--- config.mk ---
export PLATFORM = sky130hd
export DESIGN_NAME = ptmw_ctrl
export DESIGN_NICKNAME = d
export VERILOG_FILES = /design/src/rtl/core/ptmw_pkg.sv /design/src/rtl/core/ptmw_ctrl.sv
export SDC_FILE = /design/constraint.sdc
export NUM_CORES = 1
export LEC_CHECK = 0
export BUFFER_PORTS_ARGS = -buffer_cell sky130_fd_sc_hd__buf_2
export CORE_AREA = 4 4 41 43
export DETAILED_ROUTE_END_ITERATION = 10
export DIE_AREA = 0 0 45 47
export SYNTH_ARGS = -nofsm -noshare
export SYNTH_HDL_FRONTEND = slang
export SYNTH_SLANG_ARGS = --single-unit
--- constraint.sdc ---
create_clock -name i_clk -period 2.4 [get_ports i_clk]
set_input_delay 0.48 -clock i_clk [delete_from_list [all_inputs] [get_ports i_clk]]
set_output_delay 0.48 -clock i_clk [all_outputs]
set_load 0.005 [all_outputs]
--- src/rtl/core/ptmw_pkg.sv ---
`default_nettype none

package ptmw_pkg;

    localparam int PG_SHIFT  = 12;
    localparam int IDX_W     = 9;
    localparam int TBL_ENTRIES = 512;
    localparam int ENTRY_W   = 64;
    localparam int VA_W      = 48;
    localparam int PA_W      = 52;
    localparam int ATTR_W    = 12;
    localparam int BASE_W    = 52;
    localparam int LIMIT_W   = 53;
    localparam int CFG_W     = 53;
    localparam int CFG_IDX_W = 1;

    localparam logic [CFG_IDX_W-1:0] CFG_ALLOC_START = 1'b0;
    localparam logic [CFG_IDX_W-1:0] CFG_MEM_LIMIT   = 1'b1;

    localparam logic [BASE_W-1:0]  ALLOC_START_RST = '0;
    localparam logic [LIMIT_W-1:0] MEM_LIMIT_RST   = 53'h10_0000_0000_0000;

    localparam logic [1:0] LVL_TOP        = 2'd0;
    localparam logic [1:0] LVL_LAST_UPPER = 2'd2;
    localparam logic [1:0] LVL_LEAF       = 2'd3;

    typedef enum logic [1:0] {
        ST_OK     = 2'd0,
        ST_NOMAP  = 2'd1,
        ST_FULL   = 2'd2
    } t_status;

    typedef enum logic {
        MODE_MAP    = 1'b0,
        MODE_LOOKUP = 1'b1
    } t_mode;

    typedef struct packed {
        logic    start;
        logic    rd;
        logic    wr_slot;
        logic    wr_leaf;
        logic    clr_wr;
        logic    clr_root;
        logic    advance;
        logic    alloc_adv;
        logic    set_res;
        t_status res_status;
        logic    push;
    } t_cmd;

    typedef struct packed {
        t_mode      mode;
        logic [1:0] level;
        logic       e_zero;
        logic       page_ok;
        logic       alloc_ok;
        logic       clr_last;
        logic       out_free;
    } t_stat;

endpackage

`default_nettype wire

--- src/rtl/core/ptmw_ctrl.sv ---
`default_nettype none

module ptmw_ctrl
    import ptmw_pkg::*;
(
    input  wire logic  i_clk,
    input  wire logic  i_rst_n,
    input  wire logic  i_in_valid,
    output logic       o_in_ready,
    input  wire t_stat i_stat,
    output t_cmd       o_cmd
);

    typedef enum logic [2:0] {
        S_CLR_ROOT,
        S_IDLE,
        S_READ,
        S_CHECK,
        S_WR_SLOT,
        S_CLR_PAGE,
        S_WR_LEAF,
        S_DONE
    } t_state;

    t_state r_state, n_state;
    logic   r_in_ready;

    assign o_in_ready = r_in_ready;

    always_comb begin
        n_state = r_state;
        o_cmd   = '0;
        o_cmd.res_status = ST_OK;
        case (r_state)
            S_CLR_ROOT: begin
                o_cmd.clr_wr   = 1'b1;
                o_cmd.clr_root = 1'b1;
                if (i_stat.clr_last) begin
                    n_state = S_IDLE;
                end
            end
            S_IDLE: begin
                if (i_in_valid && r_in_ready) begin
                    o_cmd.start = 1'b1;
                    n_state     = S_READ;
                end
            end
            S_READ: begin
                o_cmd.rd = 1'b1;
                n_state  = S_CHECK;
            end
            S_CHECK: begin
                if (i_stat.level == LVL_LEAF) begin
                    o_cmd.set_res = 1'b1;
                    n_state       = S_DONE;
                end else if (i_stat.e_zero) begin
                    if (i_stat.mode == MODE_LOOKUP) begin
                        o_cmd.set_res    = 1'b1;
                        o_cmd.res_status = ST_NOMAP;
                        n_state          = S_DONE;
                    end else if (!i_stat.alloc_ok) begin
                        o_cmd.set_res    = 1'b1;
                        o_cmd.res_status = ST_FULL;
                        n_state          = S_DONE;
                    end else begin
                        n_state = S_WR_SLOT;
                    end
                end else if (!i_stat.page_ok) begin
                    // stray pointer, walk stops here
                    o_cmd.set_res    = 1'b1;
                    o_cmd.res_status = ST_NOMAP;
                    n_state          = S_DONE;
                end else begin
                    o_cmd.advance = 1'b1;
                    if (i_stat.level == LVL_LAST_UPPER && i_stat.mode == MODE_MAP) begin
                        n_state = S_WR_LEAF;
                    end else begin
                        n_state = S_READ;
                    end
                end
            end
            S_WR_SLOT: begin
                o_cmd.wr_slot = 1'b1;
                n_state       = S_CLR_PAGE;
            end
            S_CLR_PAGE: begin
                o_cmd.clr_wr = 1'b1;
                if (i_stat.clr_last) begin
                    o_cmd.alloc_adv = 1'b1;
                    n_state = (i_stat.level == LVL_LAST_UPPER) ? S_WR_LEAF : S_READ;
                end
            end
            S_WR_LEAF: begin
                o_cmd.wr_leaf = 1'b1;
                o_cmd.set_res = 1'b1;
                n_state       = S_DONE;
            end
            S_DONE: begin
                if (i_stat.out_free) begin
                    o_cmd.push = 1'b1;
                    n_state    = S_IDLE;
                end
            end
            default: begin
                n_state = S_IDLE;
            end
        endcase
    end

    always_ff @(posedge i_clk) begin
        if (!i_rst_n) begin
            r_state    <= S_CLR_ROOT;
            r_in_ready <= 1'b0;
        end else begin
            r_state    <= n_state;
            r_in_ready <= (n_state == S_IDLE);
        end
    end

endmodule

`default_nettype wire

==> impl_metrics.toml, run 1 <==
[cells_and_area]
drive_gt1_frac = 0.388
nets = 93
fill_cells = 159
areaGrowthSynthToFinish_pct = 35.6
diodes = 0
multi_input_area_um2 = 272
ff_latch_area_um2 = 80.1
fin_area_um2 = 519
instances_no_fill = 95

[floorplan]
die_area_um2 = 2120
core_um2 = 1300
initial_utilization = 0.294
ios = 24
rows = 13
die_x_um = 45
die_h_um = 47

[grt]
grt_max_degree = 16
first_global_vias = 418
antenna_found_initial = 0
grt_use_total = 0.107
grt_first_pass_wirelength_mm = 1.62
overflow = 0

[detailed_routing]
dr.pass1.iters = 4
post-route-drc-count = 0
via_per_inst = 4.94
via_count = 469
drt_iter0_drc = 10
routed_wirelength_mm = 1.01
wl_per_cell_um = 10.6
ant_nets = 0

[yosys]
yosysUniqueCellTypes = 25
syn_area_per_cell_um2 = 6.72
synth_top_area_share = 0.209
synth_xor_area_frac = 0.0229
synth-edff-count = 0
synthArstFlopShare = 0
yosys_warnings = 0
yosysTopAreaCell = "dfxtp_1"
synth_compound_area_frac = 0.235
yosysMostFrequentCell = "nand2_1"
synth_mux_area_frac = 0
syn-cell-area_um2 = 383
synth_common_cells = "nand2_1 (7), nor2_1 (5), nor3_1 (5), dfxtp_1 (4), nor2b_1 (4)"
synth_seq_cells = 4
synth_nets = 68
synth_area_leaders = "dfxtp_1 (21%), nand2_1 (6.9%), nor2b_1 (6.5%), nor3_1 (6.5%), nor3_2 (5.2%)"
syn_inst = 57
yosysSeqAreaShare = 0.209
synth_simple_gate_area_frac = 0.451
synth_top_family_by_area = "simple AND/OR/NAND/NOR gates"
synth_fa_ha_area_frac = 0
synth-main-ff-cell = "dfxtp_1"

[critical_path]
slowest_stage = "dfxtp_1"
critPathKind = "reg -> out"
worstPathRequired_ns = 1.92
crit_family = "flip-flops"
crit_arrival_ns = 1.48
critPathCaptureType = "output port"
startpoint_type = "flip-flop"
crit_path_max_incr_delay_ns = 0.60
worstPathCellList = "nand2b_2 > a211oi_2 > nand2_1 > o21ai_0 > buf_2"
cp_max_fo = 15
cp_num_buf_inv = 1

[pwr]
cellPowerDensity_nw_per_um2 = 418
leakage_nw = 0.238
vdd.ir_drop.worst_v = 0.000217
total_power_w = 0.000217

[clock_tree]
cts_tree = "built"
hold_buffers = 0
clkTransAtPathRegs_ns = 0.03
cts-root-buf = "clkbuf_4"
cts_max_path_buffers = 2
cts_made_buffers = 3
clock-sinks = 4
cts_setup_buffers = 0
post_cts_resized = 0
clkLatencyLatePin_ns = 0.23
htree_num_levels = 1

[job]
max_cap_violations = 0

[timing]
fmax_mhz = 510
grt_setup_unrepaired = "no"
period_share = 0.818
setup_tns_ns = 0
skew_ns = 0.000327
period_needed_ns = 1.96
worst_pin_slew_ns = 0.474
slew-limit-headroom = 0.684
final-hold-violation-count = 0
slew_violations = 0
setup_viol = 0

[placement]
dpl.hpwl_um = 839
io_buffer_count = 23
place_area_um2 = 497
dp_cells = 92
gp_congestion = 0.740

[min_path]
hp-class = "in -> reg"

[outcome]
outcome = "finished clean"
per-layer routing:
metal,wire length [µm],global-route usage
met4,7,0.0877
met2,485,0.181
met3,98,0.0153
met1,417,0.120
met5,0,0
area by class of cell:
class                      count  area share
multi-input combinational     47       0.523
timing repair buffer          23       0.222
sequential                     4       0.154
clock buffer                   3      0.0434
tap                           15      0.0361
inverter                       3      0.0217
layout by cell type, fill, tap and decap left out, types with 3 or more instances in the layout:
cell	instances
o21ai_1	3
nor2b_1	4
nor2_1	5
clkbuf_4	3
o21ai_0	3
dfxtp_1	4
a21oi_1	3
nor3_1	5
buf_2	23
nand2_1	7
report_power, final:
group	total (W)	leakage (nW)	switching, W	internal, W
Clock	0.0000793	0.0138	0.0000236	0.0000557
Combinational	0.0000530	0.191	0.0000260	0.0000270
Sequential	0.0000847	0.0329	0.0000125	0.0000722
final timing paths:
kind              startpoint  slack, ns          to  cells past startpoint
setup reg to reg  r_state[0]       0.88  o_in_ready                      5
hold reg to reg   r_state[0]       0.81  r_state[0]                      2
setup / recovery  r_state[0]       0.44    o_cmd[3]                      5
hold / removal       i_rst_n       0.48  r_state[1]                      2
registers in the layout (all words and copies together), names as in the netlist:
name and cells:
o_in_ready 1, r_state 3
metrics by stage:
| step | util | hold WS, ns | setup slack (ns) |
|---|---|---|---|
| finish | 0.399 | 0.480 | 0.438 |
| global route | 0.399 | 0.499 | 0.302 |
| CTS | 0.399 | 0.472 | 0.418 |
| detailed placement | 0.382 | 0.716 | 0.667 |
| global placement | 0.382 | 0.716 | 0.692 |
| floorplan | - | 0.602 | 0.951 |
logic make-up after synthesis:
logic type      Yosys count
buf+inv                   6
xor+xnor                  1
flops                     4
compound gates           14
simple gates             32
(Power assumes the default switching activity.)
==> run 2: changes to the inputs <==
Clock period 2.4 ns to 2 ns, I/O delays scaled along.
==> run 2 against run 1 <==
Utilization up 1.2 points; worst setup slack worse by 0.21 ns; first-iteration DRC count is 30% lower; count of clock-buffer cells in the layout unchanged; sequential power is 9.7% higher; clock power is 23% higher; sequential cell count unchanged; largest cell class unchanged.
==> impl_metrics.toml, run 2 (synthesis gave the netlist of run 1 again) <==
[timing]
period_share = 0.888
final-hold-violation-count = 0
slew-limit-headroom = 0.736
setup_viol = 0
fmax_mhz = 563
grt_setup_unrepaired = "no"
skew_ns = 0.00368
setup_tns_ns = 0
slew_violations = 0
worst_pin_slew_ns = 0.395
period_needed_ns = 1.78

[cells_and_area]
areaGrowthSynthToFinish_pct = 39.5
ff_latch_area_um2 = 80.1
fill_cells = 160
multi_input_area_um2 = 272
nets = 95
largest_reg_flops = 3
mostFrequentLayoutCell = "buf_2"
diodes = 0
final_cell_mix = "buf_2 (23), nand2_1 (7), nor2_1 (5), nor3_1 (5)"
drive_gt1_frac = 0.402
regMostFlops = "r_state"

[critical_path]
cp_max_fo = 12
cp_num_cells = 5
crit_arrival_ns = 1.38
worstPathCellList = "nand2b_2 > a211oi_2 > nand2_1 > o21ai_0 > buf_2"
reg2regPathDepth = 5
crit_path_max_incr_delay_ns = 0.41
critPathCaptureType = "output port"
cp_num_buf_inv = 1
critPathKind = "reg -> out"
slowest_stage = "dfxtp_1"
crit_family = "flip-flops"
startpoint_type = "flip-flop"
worstPathRequired_ns = 1.60

[clock_tree]
cts_tree = "built"
clkTransAtPathRegs_ns = 0.04
post_cts_resized = 0
clkLatencyLatePin_ns = 0.23
cts_max_path_buffers = 2
cts-root-buf = "clkbuf_4"
hold_buffers = 0
htree_num_levels = 1
clock-sinks = 4
cts_made_buffers = 3
cts_setup_buffers = 0

[detailed_routing]
post-route-drc-count = 0
via_count = 463
via_per_inst = 4.77
drt_iter0_drc = 7
routed_wirelength_mm = 1.05
wl_per_cell_um = 10.8
dr.pass1.iters = 4
ant_nets = 0

[min_path]
hold_path_depth = 2
hp-class = "in -> reg"

[pwr]
clkPwrFrac = 0.362
internal-power_w = 0.000190
pwr-share-comb = 0.292
cellPowerDensity_nw_per_um2 = 503
leakage_nw = 0.248
vdd.ir_drop.worst_v = 0.000340
p_seq_frac = 0.346
swShare = 0.294
total_power_w = 0.000269
p_sw_w = 0.0000789

[grt]
grt_max_degree = 14
antenna_found_initial = 0
grt_use_total = 0.104
overflow = 0
first_global_vias = 410
grt_first_pass_wirelength_mm = 1.63

[floorplan]
die_x_um = 45
ios = 24
die_area_um2 = 2120
core_um2 = 1300
die_h_um = 47
initial_utilization = 0.294
rows = 13

[outcome]
outcome = "finished clean"

[placement]
gp_congestion = 0.767
dpl.hpwl_um = 860
io_buffer_count = 23

[job]
max_cap_violations = 0
[run 2: per-stage QoR]
step	instances	hold slack [ns]	util	cell area [µm²]	worst slack [ns]
3_5_place_dp	94	0.634	0.393	512	0.440
4_1_cts	97	0.393	0.411	534	0.215
6_report	97	0.403	0.411	534	0.223
2_1_floorplan	57	0.522	-	383	0.653
5_1_grt	97	0.411	0.411	534	0.100
3_3_place_gp	94	0.633	0.393	512	0.459
[run 2: power by group through the flow]
stage | Clock [W] | Combinational, W | Sequential [W]
6_report | 0.0000972 | 0.0000786 | 0.0000929
5_1_grt | 0.000104 | 0.0000877 | 0.0000938
4_1_cts | 0.000103 | 0.0000788 | 0.0000929
3_5_place_dp | 0 | 0.0000782 | 0.0000942
3_3_place_gp | 0 | 0.0000788 | 0.0000943
2_1_floorplan | 0 | 0.0000465 | 0.0000938
[run 2: layout make-up]
cell class / count / share of cell area
sequential: 4 / 0.150
tap: 15 / 0.0351
clock buffer: 3 / 0.0422
timing repair buffer: 25 / 0.244
inverter: 3 / 0.0211
multi-input combinational: 47 / 0.508
[run 2: layer usage]
metal | track usage | wire (µm) | vias up
met2 | 0.153 | 467 | 12
met4 | 0.0702 | 0 | 0
met3 | 0.0115 | 72 | 0
met5 | 0 | 0 | -
li1 | - | - | 254
met1 | 0.144 | 505 | 197
[run 2: final timing paths]
kind,startpoint,end,slack [ns]
max,r_state[2],o_cmd[3],0.22
max reg2reg,r_state[2],o_in_ready,0.56
min reg2reg,r_state[1],o_in_ready,0.68
min,i_rst_n,r_state[1],0.40
==> run 3: changes to the inputs <==
Settings changed: BUFFER_PORTS_ARGS -buffer_cell sky130_fd_sc_hd__buf_2 to not set, DONT_BUFFER_PORTS set to 1, MAX_ROUTING_LAYER set to met4.
Clock period 2 ns to 1.64 ns, I/O delays scaled along.
==> run 3 against run 2 <==
Via count shrank 13%; global-route usage is essentially flat; die area is the same; sequential share of layout area grew 4.5 points; sequential cell count is the same; critical path type unchanged; critical endpoint unchanged.
==> impl_metrics.toml, run 3 (synthesis gave the netlist of run 1 again) <==
[outcome]
outcome = "finished clean"

[clock_tree]
clkLatencyLatePin_ns = 0.24
hold_buffers = 0
cts_made_buffers = 3
cts_max_path_buffers = 2
cts-root-buf = "clkbuf_4"
cts_setup_buffers = 0
post_cts_resized = 0
clock-sinks = 4
cts_tree = "built"
clkTransAtPathRegs_ns = 0.04
htree_num_levels = 1

[floorplan]
ios = 24
core_um2 = 1300
initial_utilization = 0.294
die_x_um = 45
rows = 13
die_h_um = 47
die_area_um2 = 2120

[timing]
period_share = 0.941
worst_pin_slew_ns = 0.299
grt_setup_unrepaired = "no"
slew_violations = 0
setup_tns_ns = 0
setup_viol = 0
period_needed_ns = 1.54
final-hold-violation-count = 0
skew_ns = 0.00256
slew-limit-headroom = 0.799
fmax_mhz = 648

[pwr]
p_seq_frac = 0.393
vdd.ir_drop.worst_v = 0.000463
p_sw_w = 0.0000905
total_power_w = 0.000307
internal-power_w = 0.000217
swShare = 0.295
leakage_nw = 0.148
clkPwrFrac = 0.404
cellPowerDensity_nw_per_um2 = 714
pwr-share-comb = 0.203

[critical_path]
critPathKind = "reg -> out"
r2r_setup_slack_ns = 0.33
startpoint_type = "flip-flop"
critPathCaptureType = "output port"
cp_num_buf_inv = 0
worstReg2RegEnd = "o_in_ready"
worstPathRequired_ns = 1.31
reg2regPathDepth = 5
crit_arrival_ns = 1.22
crit-reg2reg-launch = "r_state[2]"
cp_max_fo = 7
slowest_stage = "dfxtp_2"
worstPathCellList = "nand2b_2 > a211oi_2 > nand2_1 > o21ai_0"
crit_family = "flip-flops"
crit_path_max_incr_delay_ns = 0.35

[grt]
antenna_found_initial = 0
grt_first_pass_wirelength_mm = 1.50
first_global_vias = 364
overflow = 0
grt_max_degree = 12
grt_use_total = 0.104

[detailed_routing]
wl_met2_um = 467
met3_length_um = 141
via_count = 401
routed_wirelength_um = 999
wl_met1_um = 390
via_per_inst = 5.35
post-route-drc-count = 0
routed.top_layer = "met3"
wl_per_cell_um = 13.3
dr.pass1.iters = 4
ant_nets = 0
drt_iter0_drc = 3

[job]
max_cap_violations = 0

[placement]
dpl.hpwl_um = 847
gp_congestion = 0.780
io_buffer_count = 0

[min_path]
hold_path_depth = 1
holdPathEnd = "r_state[1]"
holdCritStartpoint = "i_rst_n"
hp-class = "in -> reg"

[cells_and_area]
regMostFlops = "r_state"
drive_gt1_frac = 0.233
mostFrequentLayoutCell = "nand2_1"
nets = 73
final_cell_mix = "nand2_1 (7), nor2_1 (5), nor3_1 (5), nor2b_1 (4)"
diodes = 0
areaGrowthSynthToFinish_pct = 12.4
largest_reg_flops = 3
fill_cells = 148
## run 3: area by class of cell
type                    count  area [µm²]  share of cell area
well taps                  15        18.8              0.0436
clock buffers               3        22.5              0.0523
multi-input cells          47         272               0.631
repair buffers              3        22.5              0.0523
inverters                   3        11.3              0.0262
flip-flops and latches      4        83.8               0.195
## run 3: metal layers
metal  GRT usage  vias up
li1            -      208
met1       0.102      177
met2       0.155       16
met3      0.0958        0
met4      0.0175        0
met5           -        -
## run 3: worst max path at each step
stage	from	to	slack, ns	cells after the start
6_report	r_state[2]	o_cmd[3]	0.1	4
5_1_grt	r_state[2]	o_cmd[3]	0.03	4
4_1_cts	r_state[0]	o_cmd[3]	0.03	4
3_5_place_dp	r_state[0]	o_in_ready	0.27	5
3_3_place_gp	r_state[2]	o_in_ready	0.27	5
2_1_floorplan	r_state[1]	o_cmd[1]	0.36	3
## run 3: worst register-to-register path, stage by stage, from the launching register on
cell	delay, ns
dfxtp_2	0.35
nand2b_2	0.20
a211oi_2	0.19
nand2_1	0.11
a31o_1	0.24
nor3_2	0.16
## run 3: metrics by stage
| step | hold WS, ns | cell area (µm²) | setup slack, ns | utilization | cells |
|---|---|---|---|---|---|
| floorplan | 0.450 | 383 | 0.365 | - | 57 |
| global placement | 0.452 | 404 | 0.269 | 0.311 | 72 |
| detailed placement | 0.459 | 404 | 0.265 | 0.311 | 72 |
| CTS | 0.213 | 427 | 0.0260 | 0.328 | 75 |
| global route | 0.214 | 430 | 0.0345 | 0.331 | 75 |
| finish | 0.218 | 430 | 0.0969 | 0.331 | 75 |
## run 3: power by group through the flow
stage	combinational (W)	sequential, W	clock [W]
6_report	0.0000624	0.000121	0.000124
3_3_place_gp	0.0000626	0.000120	0
5_1_grt	0.0000690	0.000122	0.000142
3_5_place_dp	0.0000632	0.000122	0
2_1_floorplan	0.0000567	0.000114	0
4_1_cts	0.0000634	0.000120	0.000131
