File: src/rtl/core/ptmw_pkg.sv
`default_nettype none

package ptmw_pkg;

    localparam int PG_SHIFT  = 12;
    localparam int IDX_W     = 9;
    localparam int TBL_ENTRIES = 512;
    localparam int ENTRY_W   = 64;
    localparam int VA_W      = 48;
    localparam int PA_W      = 52;
    localparam int ATTR_W    = 12;
    localparam int BASE_W    = 52;
    localparam int LIMIT_W   = 53;
    localparam int CFG_W     = 53;
    localparam int CFG_IDX_W = 1;

    localparam logic [CFG_IDX_W-1:0] CFG_ALLOC_START = 1'b0;
    localparam logic [CFG_IDX_W-1:0] CFG_MEM_LIMIT   = 1'b1;

    localparam logic [BASE_W-1:0]  ALLOC_START_RST = '0;
    localparam logic [LIMIT_W-1:0] MEM_LIMIT_RST   = 53'h10_0000_0000_0000;

    localparam logic [1:0] LVL_TOP        = 2'd0;
    localparam logic [1:0] LVL_LAST_UPPER = 2'd2;
    localparam logic [1:0] LVL_LEAF       = 2'd3;

    typedef enum logic [1:0] {
        ST_OK     = 2'd0,
        ST_NOMAP  = 2'd1,
        ST_FULL   = 2'd2
    } t_status;

    typedef enum logic {
        MODE_MAP    = 1'b0,
        MODE_LOOKUP = 1'b1
    } t_mode;

    typedef struct packed {
        logic    start;
        logic    rd;
        logic    wr_slot;
        logic    wr_leaf;
        logic    clr_wr;
        logic    clr_root;
        logic    advance;
        logic    alloc_adv;
        logic    set_res;
        t_status res_status;
        logic    push;
    } t_cmd;

    typedef struct packed {
        t_mode      mode;
        logic [1:0] level;
        logic       e_zero;
        logic       page_ok;
        logic       alloc_ok;
        logic       clr_last;
        logic       out_free;
    } t_stat;

endpackage

`default_nettype wire

File: src/rtl/core/ptmw_dpath.sv
`default_nettype none

module ptmw_dpath
    import ptmw_pkg::*;
#(
    parameter int POOL_PAGES = 64
) (
    input  wire logic                   i_clk,
    input  wire logic                   i_rst_n,
    input  wire logic                   i_mode,
    input  wire logic [VA_W-1:0]        i_virt_addr,
    input  wire logic [PA_W-1:0]        i_phys_addr,
    input  wire logic [ATTR_W-1:0]      i_attr,
    input  wire logic                   i_cfg_we,
    input  wire logic [CFG_IDX_W-1:0]   i_cfg_idx,
    input  wire logic [CFG_W-1:0]       i_cfg_data,
    input  wire t_cmd                   i_cmd,
    output t_stat                       o_stat,
    output logic                        o_ram_we,
    output logic [$clog2(POOL_PAGES)+IDX_W-1:0] o_ram_waddr,
    output logic [ENTRY_W-1:0]          o_ram_wdata,
    output logic                        o_ram_re,
    output logic [$clog2(POOL_PAGES)+IDX_W-1:0] o_ram_raddr,
    input  wire logic [ENTRY_W-1:0]     i_ram_rdata,
    input  wire logic                   i_out_ready,
    output logic                        o_out_valid,
    output logic [ENTRY_W-1:0]          o_out_entry,
    output logic [1:0]                  o_out_status
);

    localparam int PW   = $clog2(POOL_PAGES);
    localparam int NPW  = $clog2(POOL_PAGES + 1);
    localparam int BPW  = BASE_W - PG_SHIFT;       // page number bits of pool base
    localparam int EPW  = ENTRY_W - PG_SHIFT;      // page number bits of an entry
    localparam int APW  = BPW + 2;                 // room for base + next page + 1
    localparam int CMPW = APW + PG_SHIFT;

    logic [BASE_W-1:0]  r_alloc_start;
    logic [LIMIT_W-1:0] r_mem_limit;
    logic [NPW-1:0]     r_next_page;
    logic [PW-1:0]      r_cur;
    logic [1:0]         r_level;
    logic [IDX_W-1:0]   r_clr_idx;
    t_mode              r_mode;
    logic [VA_W-1:0]    r_va;
    logic [PA_W-1:0]    r_pa;
    logic [ATTR_W-1:0]  r_attr;
    t_status            r_res_status;
    logic [ENTRY_W-1:0] r_res_entry;
    logic               r_out_valid;
    logic [ENTRY_W-1:0] r_out_entry;
    t_status            r_out_status;

    logic [IDX_W-1:0]   lvl_idx;
    logic [BPW-1:0]     base_pg;
    logic [EPW-1:0]     diff_pg;
    logic               page_ok;
    logic [APW-1:0]     new_pg;
    logic [APW-1:0]     end_pg;
    logic               alloc_ok;
    logic [ENTRY_W-1:0] new_entry;
    logic [PW-1:0]      clr_page;
    logic [PW+IDX_W-1:0] slot_addr;

    always_comb begin
        case (r_level)
            2'd0:    lvl_idx = r_va[47:39];
            2'd1:    lvl_idx = r_va[38:30];
            2'd2:    lvl_idx = r_va[29:21];
            default: lvl_idx = r_va[20:12];
        endcase
    end

    assign base_pg = r_alloc_start[BASE_W-1:PG_SHIFT];

    // entry resolves to a pool page below the allocation mark
    assign diff_pg = i_ram_rdata[ENTRY_W-1:PG_SHIFT] - EPW'(base_pg);
    assign page_ok = (diff_pg < EPW'(r_next_page));

    assign new_pg   = APW'(base_pg) + APW'(r_next_page);
    assign end_pg   = new_pg + APW'(1);
    assign alloc_ok = (r_next_page < NPW'(POOL_PAGES))
                   && ({end_pg, {PG_SHIFT{1'b0}}} < CMPW'(r_mem_limit));
    assign new_entry = ENTRY_W'({new_pg, {PG_SHIFT{1'b0}}}) | ENTRY_W'(r_attr);

    assign clr_page  = i_cmd.clr_root ? '0 : r_next_page[PW-1:0];
    assign slot_addr = {r_cur, lvl_idx};

    always_comb begin
        o_ram_we    = i_cmd.wr_slot | i_cmd.wr_leaf | i_cmd.clr_wr;
        o_ram_waddr = slot_addr;
        o_ram_wdata = new_entry;
        if (i_cmd.clr_wr) begin
            o_ram_waddr = {clr_page, r_clr_idx};
            o_ram_wdata = '0;
        end else if (i_cmd.wr_leaf) begin
            o_ram_wdata = ENTRY_W'(r_pa) | ENTRY_W'(r_attr);
        end
    end

    assign o_ram_re    = i_cmd.rd;
    assign o_ram_raddr = slot_addr;

    always_comb begin
        o_stat.mode     = r_mode;
        o_stat.level    = r_level;
        o_stat.e_zero   = (i_ram_rdata == '0);
        o_stat.page_ok  = page_ok;
        o_stat.alloc_ok = alloc_ok;
        o_stat.clr_last = &r_clr_idx;
        o_stat.out_free = !r_out_valid || i_out_ready;
    end

    always_ff @(posedge i_clk) begin
        if (!i_rst_n) begin
            r_alloc_start <= ALLOC_START_RST;
            r_mem_limit   <= MEM_LIMIT_RST;
            r_next_page   <= NPW'(1);
            r_clr_idx     <= '0;
            r_out_valid   <= 1'b0;
        end else begin
            if (i_cfg_we) begin
                case (i_cfg_idx)
                    CFG_ALLOC_START: r_alloc_start <= i_cfg_data[BASE_W-1:0];
                    CFG_MEM_LIMIT:   r_mem_limit   <= i_cfg_data[LIMIT_W-1:0];
                    default: ;
                endcase
            end
            if (i_cmd.clr_wr) begin
                r_clr_idx <= r_clr_idx + IDX_W'(1);
            end
            if (i_cmd.alloc_adv) begin
                r_next_page <= r_next_page + NPW'(1);
            end
            if (i_cmd.push) begin
                r_out_valid <= 1'b1;
            end else if (i_out_ready) begin
                r_out_valid <= 1'b0;
            end
        end
    end

    always_ff @(posedge i_clk) begin
        if (i_cmd.start) begin
            r_mode  <= t_mode'(i_mode);
            r_va    <= i_virt_addr;
            r_pa    <= i_phys_addr;
            r_attr  <= i_attr;
            r_cur   <= '0;
            r_level <= LVL_TOP;
        end else if (i_cmd.advance) begin
            r_cur   <= diff_pg[PW-1:0];
            r_level <= r_level + 2'd1;
        end else if (i_cmd.alloc_adv) begin
            r_cur   <= r_next_page[PW-1:0];
            r_level <= r_level + 2'd1;
        end
        if (i_cmd.set_res) begin
            r_res_status <= i_cmd.res_status;
            if (r_mode == MODE_MAP) begin
                r_res_entry <= '0;
            end else if (i_cmd.res_status == ST_OK) begin
                r_res_entry <= i_ram_rdata;
            end else begin
                r_res_entry <= '1;
            end
        end
        if (i_cmd.push) begin
            r_out_entry  <= r_res_entry;
            r_out_status <= r_res_status;
        end
    end

    assign o_out_valid  = r_out_valid;
    assign o_out_entry  = r_out_entry;
    assign o_out_status = r_out_status;

endmodule

`default_nettype wire

File: config.mk
export PLATFORM = sky130hd
export DESIGN_NAME = ptmw_dpath
export DESIGN_NICKNAME = d
export VERILOG_FILES = /design/src/rtl/core/ptmw_pkg.sv /design/src/rtl/core/ptmw_dpath.sv
export SDC_FILE = /design/constraint.sdc
export NUM_CORES = 1
export LEC_CHECK = 0
export BUFFER_PORTS_ARGS = -buffer_cell sky130_fd_sc_hd__buf_4
export CAP_MARGIN = 10
export CORE_ASPECT_RATIO = 1.2
export CORE_MARGIN = 10
export CORE_UTILIZATION = 47
export CTS_BUF_LIST = sky130_fd_sc_hd__clkbuf_4
export DETAILED_ROUTE_END_ITERATION = 6
export GPL_ROUTABILITY_DRIVEN = 1
export HOLD_SLACK_MARGIN = 0.08
export PLACE_DENSITY = 0.7
export SETUP_SLACK_MARGIN = 0.02
export SYNTH_ARGS = -nofsm -noshare
export SYNTH_HDL_FRONTEND = slang
export SYNTH_SLANG_ARGS = --single-unit
File: constraint.sdc
create_clock -name i_clk -period 16.4 [get_ports i_clk]
set_input_delay 1.64 -clock i_clk [delete_from_list [all_inputs] [get_ports i_clk]]
set_output_delay 1.64 -clock i_clk [all_outputs]
set_load 0.01 [all_outputs]
==> run_results.csv, run 1 <==
group,metric,value,unit
synth,synthTopCellsByArea,"edfxtp_1 36%, dfxtp_1 12%, ha_1 6.5%, nand2_1 5.5%, xnor2_1 3.7%",
synth,synthCells,2046,
sta,tightest_slew,1.17,ns
cts,cts_root_buf,"clkbuf_4",
synth,synth_async_sr_flop_share,0,
placement,gp_congestion,0.939,
sta,setup-tns-final,0,ns
cts,cts_resized,0,
cts,cts-hold-fix-buffers,0,
power,peakVddDrop,0.0797,mV
sta,max_freq,0.107,GHz
power,p_sw,0.000613,W
sta,fin_crit,9.30,ns
cts,clock_latency,0.83,ns
worst_setup_path,critical_path_class,"reg2out",
die,coreArea,41000,um^2
worst_setup_path,path_buf_inv,3,
drt,drcViolationCount,0,
synth,synth.avg_cell_area,9.59,um^2
power,intPower,0.00163,W
drt,met3_length,5.63,mm
worst_setup_path,arrival,7.66,ns
cts,cts_max_level,3,
worst_setup_path,cp.required,14.76,ns
grt,grt_pass1_vias,17000,
drt,wl_met2,29.3,mm
cts,cts.path.max_buffers,3,
power,p_leak,9.42,nW
cts,numCtsBuffers,89,
job,cap_violations,0,
grt,grt_max_degree,111,
die,die_width,207,um
drt,m1WireLength,24.8,mm
placement,hpwl,47.2,mm
die,die_area,50400,um^2
sta,finalCritPeriodShare,0.567,
die,initial_utilization,0.478,
worst_setup_path,critPathTopFamily,"simple AND/OR/NAND/NOR gates",
synth,synth_top_area_frac,0.357,
drt,top_layer,"met4",
synth,syn_area,19600,um^2
synth,ys_warn_count,0,
worst_setup_path,crit_path_end_kind,"output pin",
drt,drt_first_pass_iters,5,
grt,grt_pass1_wl,93.3,mm
worst_setup_path,critPathSlowestCell,"nor4b_1",
synth,synth-seq-area-share,0.477,
power,clockPowerShare,0.355,
final_layout,drive_gt1_frac,0.231,
synth,synth_edf_count,233,
grt,grt-ovfl-total,0,
drt,postRouteAntennaNets,0,
final_layout,fin_nets,2778,
drt,vias_per_cell,5.50,
power,pwr-share-comb,0.185,
placement,placed_area,22800,um^2
grt,grt_util_all_layers,0.236,
final_layout,syn2layout_area_growth,22.5,%
cts,clock-sinks,351,
synth,synth_flop_cell,"edfxtp_1",
grt,antenna_found_initial,3,
final_layout,stdcell_area,24000,um^2
sta,finalSetupViolCount,0,
placement,io_buffers,392,
drt,vias,16700,
worst_setup_path,path_max_fanout,7,
synth,synth_cell_types,71,
power,switching_share,0.273,
worst_setup_path,crit_top_cell,"nand4_1",
drt,wl_per_cell,20.2,um
worst_setup_path,worstPathCellList,"ha_1 -> inv_1 -> fa_1 -> xnor2_1 -> nand2_1 -> or4_1 -> nor2_1 -> nor4b_1 -> nand4_1 -> nor4_1 -> o21ai_0 -> xnor2_1 -> ha_1 -> nand4_1 -> nor2_1 -> nand4_1 -> inv_1 -> nand3_1 -> or3_1 -> nor4b_1 -> o21ai_0 -> buf_4",
worst_hold_path,hold_path.class,"reg2reg",
sta,slew_headroom,0.222,
cts,cts_setup_buffers,0,
die,pin_count,418,
die,num_rows,81,
drt,drt_iter0_drc,1056,
status,status,"finished, final reports clean",
worst_setup_path,critPathMaxStageDelay,0.64,ns
sta,finalHoldViolCount,0,
cts,cts_tree,"built",
cts,clk_pin_slew,0.06,ns
power,power,0.00224,W
drt,drt-total-wl,61.3,mm
synth,yosysTopAreaCell,"edfxtp_1",
power,pwr_density_cell,93.3,nW/um^2
die,die_h,244,um
power,seq_power_share,0.460,
sta,rsz0062_at_grt,"no",
sta,drv_slew,0,
synth,ys_ff_latch,351,
worst_setup_path,critPathLaunchType,"register",
sta,fin_skew,0.0586,ns
## area by class of cell
type | count | area [um^2]
diodes | 3 | 7.51
flip-flops and latches | 351 | 9360
inverters | 125 | 469
well taps | 539 | 674
multi-input cells | 1462 | 9330
fillers | 3628 | 17000
clock buffers | 138 | 1040
repair buffers | 398 | 2990
clock inverters | 17 | 173
## routing by layer
| layer | global-route usage | vias to the layer above |
|---|---|---|
| met5 | 0 | - |
| met4 | 0.0862 | 0 |
| met3 | 0.0729 | 98 |
| met2 | 0.395 | 637 |
| met1 | 0.279 | 7836 |
| li1 | - | 8102 |
## logic make-up (layout without fill, tap and decap cells)
logic type	Yosys count	in the layout	synth area share
buffers and inverters	243	678	0.0496
and+or+nand+nor	703	703	0.165
AOI/OAI and AO/OA	494	494	0.171
DFF	351	351	0.477
xor gates and xnor gates	113	113	0.0504
adders and majority gates	104	104	0.0671
muxes	37	37	0.0195
other	1	14	0.000191
## power by group through the flow
| stage | sequential, W | combinational, W | clock, W |
|---|---|---|---|
| floorplan | 0.00105 | 0.000230 | 0 |
| global placement | 0.00105 | 0.000408 | 0 |
| detailed placement | 0.00105 | 0.000414 | 0 |
| CTS | 0.00103 | 0.000417 | 0.000822 |
| global route | 0.00104 | 0.000458 | 0.000868 |
| finish | 0.00103 | 0.000415 | 0.000796 |
## stage by stage
stage,setup WS [ns],hold WS [ns],instances,utilization
floorplan,9.67,0.400,2056,-
global placement,8.06,0.401,2875,0.556
detailed placement,7.93,0.405,2875,0.556
CTS,6.94,0.373,3030,0.586
global route,6.59,0.390,3032,0.586
finish,7.10,0.374,3033,0.586
## synth_stat cells (all sizes together), types with 10 or more instances
cell,count
o211ai,13
nor4,31
xnor2,84
mux2,10
nor3,26
nand2,287
nor2b,14
nand2b,17
a21oi,125
edfxtp,233
o21ai,48
nor2,178
nand4,42
ha,102
dfxtp,118
a21boi,97
buf,26
nand3,32
a21o,21
xor2,29
o21a,82
and2,15
inv,125
mux2i,27
clkbuf,92
or3,21
a211oi,20
## worst reg2reg max path, cell delays in order, from the launching register on
cell and delay (ns):
dfxtp_1 0.37, ha_1 0.18, inv_1 0.05, fa_1 0.42, a21o_1 0.20, a21oi_1 0.16
xnor2_1 0.18, nor2_1 0.07, a211oi_1 0.19
## path summary, 6_finish.rpt
path                                                      from                   endpoint  slack, ns  cells past startpoint
worst max register to register  r_alloc_start[12]$_SDFFE_PN0P_      r_cur[4]$_SDFFE_PP0P_      14.49                      8
worst min-delay path             r_res_entry[48]$_SDFFCE_PN0P_  o_out_entry[48]$_DFFE_PP_       0.37                      0
worst min register to register   r_res_entry[48]$_SDFFCE_PN0P_  o_out_entry[48]$_DFFE_PP_       0.37                      0
worst max-delay path               r_next_page[0]$_SDFFE_PN1P_                  o_stat[2]       7.10                     22
## placed cells by master, fill, tap and decap left out, drive strengths merged, types with 13 or more instances in the layout
cell | Yosys | routed
inv | 125 | 127
and2 | 15 | 15
a21oi | 125 | 125
edfxtp | 233 | 233
or3 | 21 | 21
nor2b | 14 | 14
nor2 | 178 | 178
ha | 102 | 102
buf | 26 | 398
mux2i | 27 | 27
clkbuf | 92 | 138
a21boi | 97 | 97
nor4 | 31 | 31
nand4 | 42 | 42
xnor2 | 84 | 84
nor3 | 26 | 26
nand2b | 17 | 17
xor2 | 29 | 29
o21ai | 48 | 48
dfxtp | 118 | 118
nand2 | 287 | 287
o21a | 82 | 82
a211oi | 20 | 20
o211ai | 13 | 13
nand3 | 32 | 32
a21o | 21 | 21
## state kept, by name (all words and copies together), names as in the netlist
register and cells:
r_pa 52, o_out_entry 64, o_out_status 2, r_clr_idx 9, r_mem_limit 53, r_cur 6, r_attr 12, r_next_page 7
r_level 2, r_res_status 2, r_va 36, o_out_valid 1, r_res_entry 64, r_mode 1, r_alloc_start 40
Power figures use the tool's default switching activity.
==> inputs of run 2 (changes only) <==
Clock period 16.4 ns to 8.97 ns, I/O delays scaled along.
==> run 2 against run 1 <==
Compared with the run above:
- clock skew down 0.024 ns
- critical path type unchanged
- highest routed layer is now met5
- utilization about the same
- sequential share of layout area about the same
==> run_results.csv, run 2 (synthesis results as in run 1) <==
group,metric,value,unit
placement,io_buffers,392,
drt,drt-total-wl,61.3,mm
cts,cts_tree,"built",
grt,grt_pass1_vias,17000,
cts,clock_latency,0.81,ns
placement,gp_congestion,0.922,
final_layout,syn2layout_area_growth,22.4,%
drt,vias_per_cell,5.52,
sta,fin_crit,8.24,ns
cts,cts_resized,0,
grt,grt-ovfl-total,0,
worst_setup_path,worstPathCellList,"ha_1 -> inv_1 -> fa_1 -> xnor2_1 -> nand2_1 -> or4_1 -> nor2_1 -> nor4b_1 -> nand4_1 -> nor4_1 -> o21ai_0 -> xnor2_1 -> ha_1 -> nand4_1 -> nor2_1 -> nand4_1 -> inv_1 -> nand3_1 -> or3_1 -> nor4b_1 -> o21ai_0 -> buf_4",
worst_setup_path,crit_top_cell,"nand4_1",
die,die_h,244,um
sta,max_freq,0.121,GHz
worst_setup_path,rr_worst_depth,8,
die,num_rows,81,
worst_setup_path,critPathMaxStageDelay,0.56,ns
final_layout,final_common_cell,"buf_4",
power,pwr_density_cell,168,nW/um^2
cts,cts-hold-fix-buffers,0,
worst_setup_path,rrSetupSlack,7.04,ns
sta,setup-tns-final,0,ns
worst_setup_path,critical_path_class,"reg2out",
power,switching_share,0.283,
power,p_leak,9.40,nW
worst_setup_path,crit_path_end_kind,"output pin",
cts,cts_root_buf,"clkbuf_4",
worst_hold_path,whs_path_depth,1,
cts,cts.path.max_buffers,3,
die,die_width,207,um
worst_hold_path,hold_path.class,"in2reg",
final_layout,final_cell_mix,"398 x buf_4, 287 x nand2_1, 233 x edfxtp_1",
worst_setup_path,timing.rr.end,"r_cur[4]$_SDFFE_PP0P_",
sta,finalHoldViolCount,0,
drt,postRouteAntennaNets,0,
worst_setup_path,r2r_start,"r_alloc_start[12]$_SDFFE_PN0P_",
sta,drv_slew,0,
power,power,0.00404,W
placement,pre_cts_ws,1.59,ns
worst_hold_path,holdPathEnd,"r_pa[23]$_DFFE_PP_",
worst_setup_path,path_buf_inv,3,
drt,wl_per_cell,20.1,um
power,seq_power_share,0.468,
die,initial_utilization,0.478,
final_layout,fill_cells,3661,
worst_setup_path,critPathSlowestCell,"nor4b_1",
power,pwr-share-comb,0.188,
cts,clock-sinks,351,
drt,vias,16800,
cts,cts_setup_buffers,0,
drt,drt_first_pass_iters,5,
worst_setup_path,arrival,7.34,ns
grt,grt_max_degree,111,
sta,setup_slack,0.734,ns
drt,drt_iter0_drc,1244,
sta,tightest_slew,1.13,ns
grt,grt_pass1_wl,93.1,mm
sta,rsz0062_at_grt,"no",
sta,finalCritPeriodShare,0.918,
job,cap_violations,0,
power,peakVddDrop,0.148,mV
final_layout,fin_nets,2779,
sta,fin_skew,0.0342,ns
placement,placed_area,22800,um^2
worst_setup_path,critPathTopFamily,"simple AND/OR/NAND/NOR gates",
die,die_area,50400,um^2
worst_setup_path,critPathLaunchType,"register",
power,intPower,0.00289,W
placement,hpwl,47.1,mm
drt,drcViolationCount,0,
die,pin_count,418,
cts,clk_pin_slew,0.08,ns
grt,grt_util_all_layers,0.236,
cts,cts_max_level,3,
sta,finalSetupViolCount,0,
cts,numCtsBuffers,90,
die,coreArea,41000,um^2
grt,antenna_found_initial,5,
worst_setup_path,cp.required,8.07,ns
status,status,"finished, final reports clean",
power,p_sw,0.00114,W
worst_hold_path,hp-start,"i_phys_addr[23]",
final_layout,final_core_util,0.585,
power,clockPowerShare,0.345,
sta,slew_headroom,0.248,
final_layout,stdcell_area,24000,um^2
worst_setup_path,path_max_fanout,7,
final_layout,drive_gt1_frac,0.232,
## run 2: changes by cell type in the layout (fill, tap and decap cells not counted), sizes merged
cell and change:
clkinv +11, bufinv -4, clkbuf +4, clkinvlp +4, inv -2, diode +1
## run 2: per-stage QoR
step	instances	hold WS, ns
2_1_floorplan	2056	0.400
3_3_place_gp	2875	0.400
3_5_place_dp	2875	0.405
4_1_cts	3043	0.121
5_1_grt	3047	0.158
6_report	3047	0.215
## run 2: metal layers
| metal | track usage | share of wire |
|---|---|---|
| met1 | 0.283 | 0.40 |
| met5 | 0 | 0.00021 |
| met4 | 0.101 | 0.028 |
| met2 | 0.386 | 0.48 |
| met3 | 0.0700 | 0.091 |
## run 2: power by group through the flow
| stage | sequential, W | clock [W] | combinational, W |
|---|---|---|---|
| floorplan | 0.00192 | 0 | 0.000420 |
| global placement | 0.00192 | 0 | 0.000746 |
| detailed placement | 0.00192 | 0 | 0.000754 |
| CTS | 0.00189 | 0.00143 | 0.000760 |
| global route | 0.00190 | 0.00153 | 0.000833 |
| finish | 0.00189 | 0.00139 | 0.000757 |
## run 2: worst register-to-register path, cell delays in order, from the launching register on
cell	delay [ns]
dfxtp_1	0.37
ha_1	0.18
inv_1	0.05
fa_1	0.43
a21o_1	0.20
a21oi_1	0.16
xnor2_1	0.19
nor2_1	0.07
a211oi_1	0.20
## run 2: worst max path at each step
stage / slack [ns] / cells after the start / startpoint / end
floorplan: 2.98 / 22 / r_next_page[0]$_SDFFE_PN1P_ / o_stat[2]
global placement: 1.76 / 22 / r_next_page[0]$_SDFFE_PN1P_ / o_stat[2]
detailed placement: 1.59 / 22 / r_next_page[0]$_SDFFE_PN1P_ / o_stat[2]
CTS: 0.61 / 22 / r_next_page[0]$_SDFFE_PN1P_ / o_stat[2]
global route: 0.20 / 22 / r_next_page[0]$_SDFFE_PN1P_ / o_stat[2]
finish: 0.73 / 22 / r_next_page[0]$_SDFFE_PN1P_ / o_stat[2]
## run 2: area by class of cell
type	count	area [um^2]	area share
clock buffer	142	1070	0.0444
sequential	351	9360	0.390
clock inverter	26	125	0.00521
inverter	125	469	0.0195
timing repair buffer	398	2990	0.124
multi-input combinational	1462	9330	0.389
antenna	4	10.0	0.000417
tap	539	674	0.0281
==> inputs of run 3 (changes only) <==
Settings changed: PLACE_DENSITY 0.7 to 0.8.
==> run 3 against run 2 <==
Compared with the run above:
- routed wire length rose by 0.33%
- largest cell class unchanged
- via count shrank 0.34%
- highest routed layer is now met4
- critical path type unchanged
- register-to-register slack worse by 0.04 ns
- sequential power about the same
- cell count shrank 0.49%
- fmax down 0.33%
- critical path depth down 1
==> run_results.csv, run 3 (synthesis results as in run 1) <==
group,metric,value,unit
grt,grt_pass1_vias,17100,
job,cap_violations,0,
cts,cts_tree,"built",
worst_setup_path,critPathMaxStageDelay,0.65,ns
sta,slew_headroom,0.219,
grt,grt-ovfl-total,0,
status,status,"finished, final reports clean",
power,pwr_density_cell,167,nW/um^2
grt,grt_pass1_wl,93.3,mm
drt,drt-total-wl,61.5,mm
cts,cts.path.max_buffers,3,
grt,grt_max_degree,111,
final_layout,final_common_cell,"buf_4",
drt,wl_per_cell,20.3,um
die,die_area,50400,um^2
final_layout,syn2layout_area_growth,22.1,%
final_layout,drive_gt1_frac,0.225,
worst_setup_path,crit_top_cell,"nand4_1",
sta,finalSetupViolCount,0,
worst_setup_path,cp.required,8.07,ns
final_layout,fin_nets,2775,
drt,drcViolationCount,0,
cts,cts_max_level,3,
placement,io_buffers,392,
sta,fin_skew,0.0446,ns
sta,drv_slew,0,
cts,cts_root_buf,"clkbuf_4",
drt,vias_per_cell,5.53,
power,pwr-share-comb,0.191,
die,die_h,244,um
cts,cts-hold-fix-buffers,0,
cts,clock_latency,0.85,ns
power,p_sw,0.00113,W
sta,setup-tns-final,0,ns
sta,finalCritPeriodShare,0.921,
die,initial_utilization,0.478,
sta,tightest_slew,1.17,ns
worst_setup_path,worstPathCellList,"ha_1 -> inv_1 -> fa_1 -> xnor2_1 -> nand2_1 -> or4_1 -> nor2_1 -> nor4b_1 -> nand4_1 -> or4_1 -> xor2_1 -> ha_1 -> nand4_1 -> nor2_1 -> nand4_1 -> inv_1 -> nand3_1 -> or3_1 -> nor4b_1 -> o21ai_0 -> buf_4",
placement,placed_area,22800,um^2
sta,rsz0062_at_grt,"no",
sta,fin_crit,8.26,ns
worst_setup_path,path_max_fanout,7,
power,switching_share,0.282,
sta,finalHoldViolCount,0,
drt,drt_first_pass_iters,5,
drt,drt_iter0_drc,1055,
die,num_rows,81,
die,coreArea,41000,um^2
power,intPower,0.00287,W
worst_setup_path,critical_path_class,"reg2out",
drt,postRouteAntennaNets,0,
final_layout,fill_cells,3581,
final_layout,stdcell_area,24000,um^2
die,die_width,207,um
worst_hold_path,hold_path.class,"in2reg",
final_layout,final_cell_mix,"397 x buf_4, 287 x nand2_1, 233 x edfxtp_1",
power,clockPowerShare,0.336,
placement,gp_congestion,0.930,
worst_setup_path,critPathLaunchType,"register",
grt,antenna_found_initial,3,
power,peakVddDrop,0.150,mV
die,pin_count,418,
worst_setup_path,arrival,7.37,ns
power,p_leak,9.34,nW
grt,grt_util_all_layers,0.236,
placement,hpwl,47.1,mm
cts,clk_pin_slew,0.07,ns
worst_setup_path,crit_path_end_kind,"output pin",
drt,vias,16800,
sta,max_freq,0.121,GHz
cts,clock-sinks,351,
power,seq_power_share,0.473,
worst_setup_path,critPathSlowestCell,"or4_1",
cts,numCtsBuffers,86,
cts,cts_setup_buffers,0,
cts,cts_resized,0,
==> run 3: cell count changes in the layout (fill, tap and decap cells not counted), sizes merged <==
cell,before,now
bufinv,0,2
clkbuf,142,124
clkinv,22,23
clkinvlp,4,3
diode,4,3
inv,125,127
==> run 3: layout make-up <==
type                    count  area [um^2]  area share
clock buffers             124          931      0.0389
flip-flops and latches    351         9360       0.391
diodes                      3         7.51    0.000313
inverters                 125          469      0.0196
clock inverters            30          178     0.00742
multi-input cells        1462         9330       0.390
well taps                 539          674      0.0282
repair buffers            398         3000       0.125
==> run 3: worst paths after layout <==
path	from	endpoint	slack (ns)	cells after the start
worst max-delay path	r_next_page[0]$_SDFFE_PN1P_	o_stat[2]	0.71	21
worst min register to register	r_res_entry[45]$_SDFFCE_PN0P_	o_out_entry[45]$_DFFE_PP_	0.41	0
worst max register to register	r_alloc_start[12]$_SDFFE_PN0P_	r_cur[4]$_SDFFE_PP0P_	7.00	8
worst min-delay path	i_phys_addr[18]	r_pa[18]$_DFFE_PP_	0.22	1
==> run 3: metal layers <==
| layer | GRT usage | wire length, um | vias up |
|---|---|---|---|
| met5 | 0 | 0 | - |
| met3 | 0.0725 | 5830 | 115 |
| li1 | - | - | 8106 |
| met2 | 0.391 | 29500 | 641 |
| met4 | 0.100 | 1820 | 0 |
| met1 | 0.276 | 24400 | 7899 |
==> run 3: through the flow <==
stage / util / hold slack (ns) / instances / total power, W / setup slack (ns)
finish: 0.584 / 0.225 / 3032 / 0.00400 / 0.707
global route: 0.584 / 0.178 / 3032 / 0.00420 / 0.206
CTS: 0.583 / 0.153 / 3028 / 0.00403 / 0.583
detailed placement: 0.556 / 0.405 / 2874 / 0.00268 / 1.55
global placement: 0.556 / 0.401 / 2874 / 0.00266 / 1.66
floorplan: - / 0.400 / 2056 / 0.00234 / 2.98
==> run 3: power groups by stage <==
stage          Sequential [W]  Clock [W]  Combinational [W]
2_1_floorplan         0.00192          0           0.000420
3_3_place_gp          0.00192          0           0.000740
3_5_place_dp          0.00192          0           0.000755
4_1_cts               0.00189    0.00138           0.000760
5_1_grt               0.00190    0.00146           0.000837
6_report              0.00189    0.00134           0.000762
==> run 3: worst max-delay path, delay by kind of cell (launching register included) <==
family                   cells  cell delay, ns
AO/OA/AOI/OAI                1            0.28
adder cells (fa/ha/maj)      3            0.97
AND/OR/NAND/NOR             12            3.88
buffers and inverters        3            0.35
flip-flops                   1            0.49
XOR/XNOR                     2            0.57
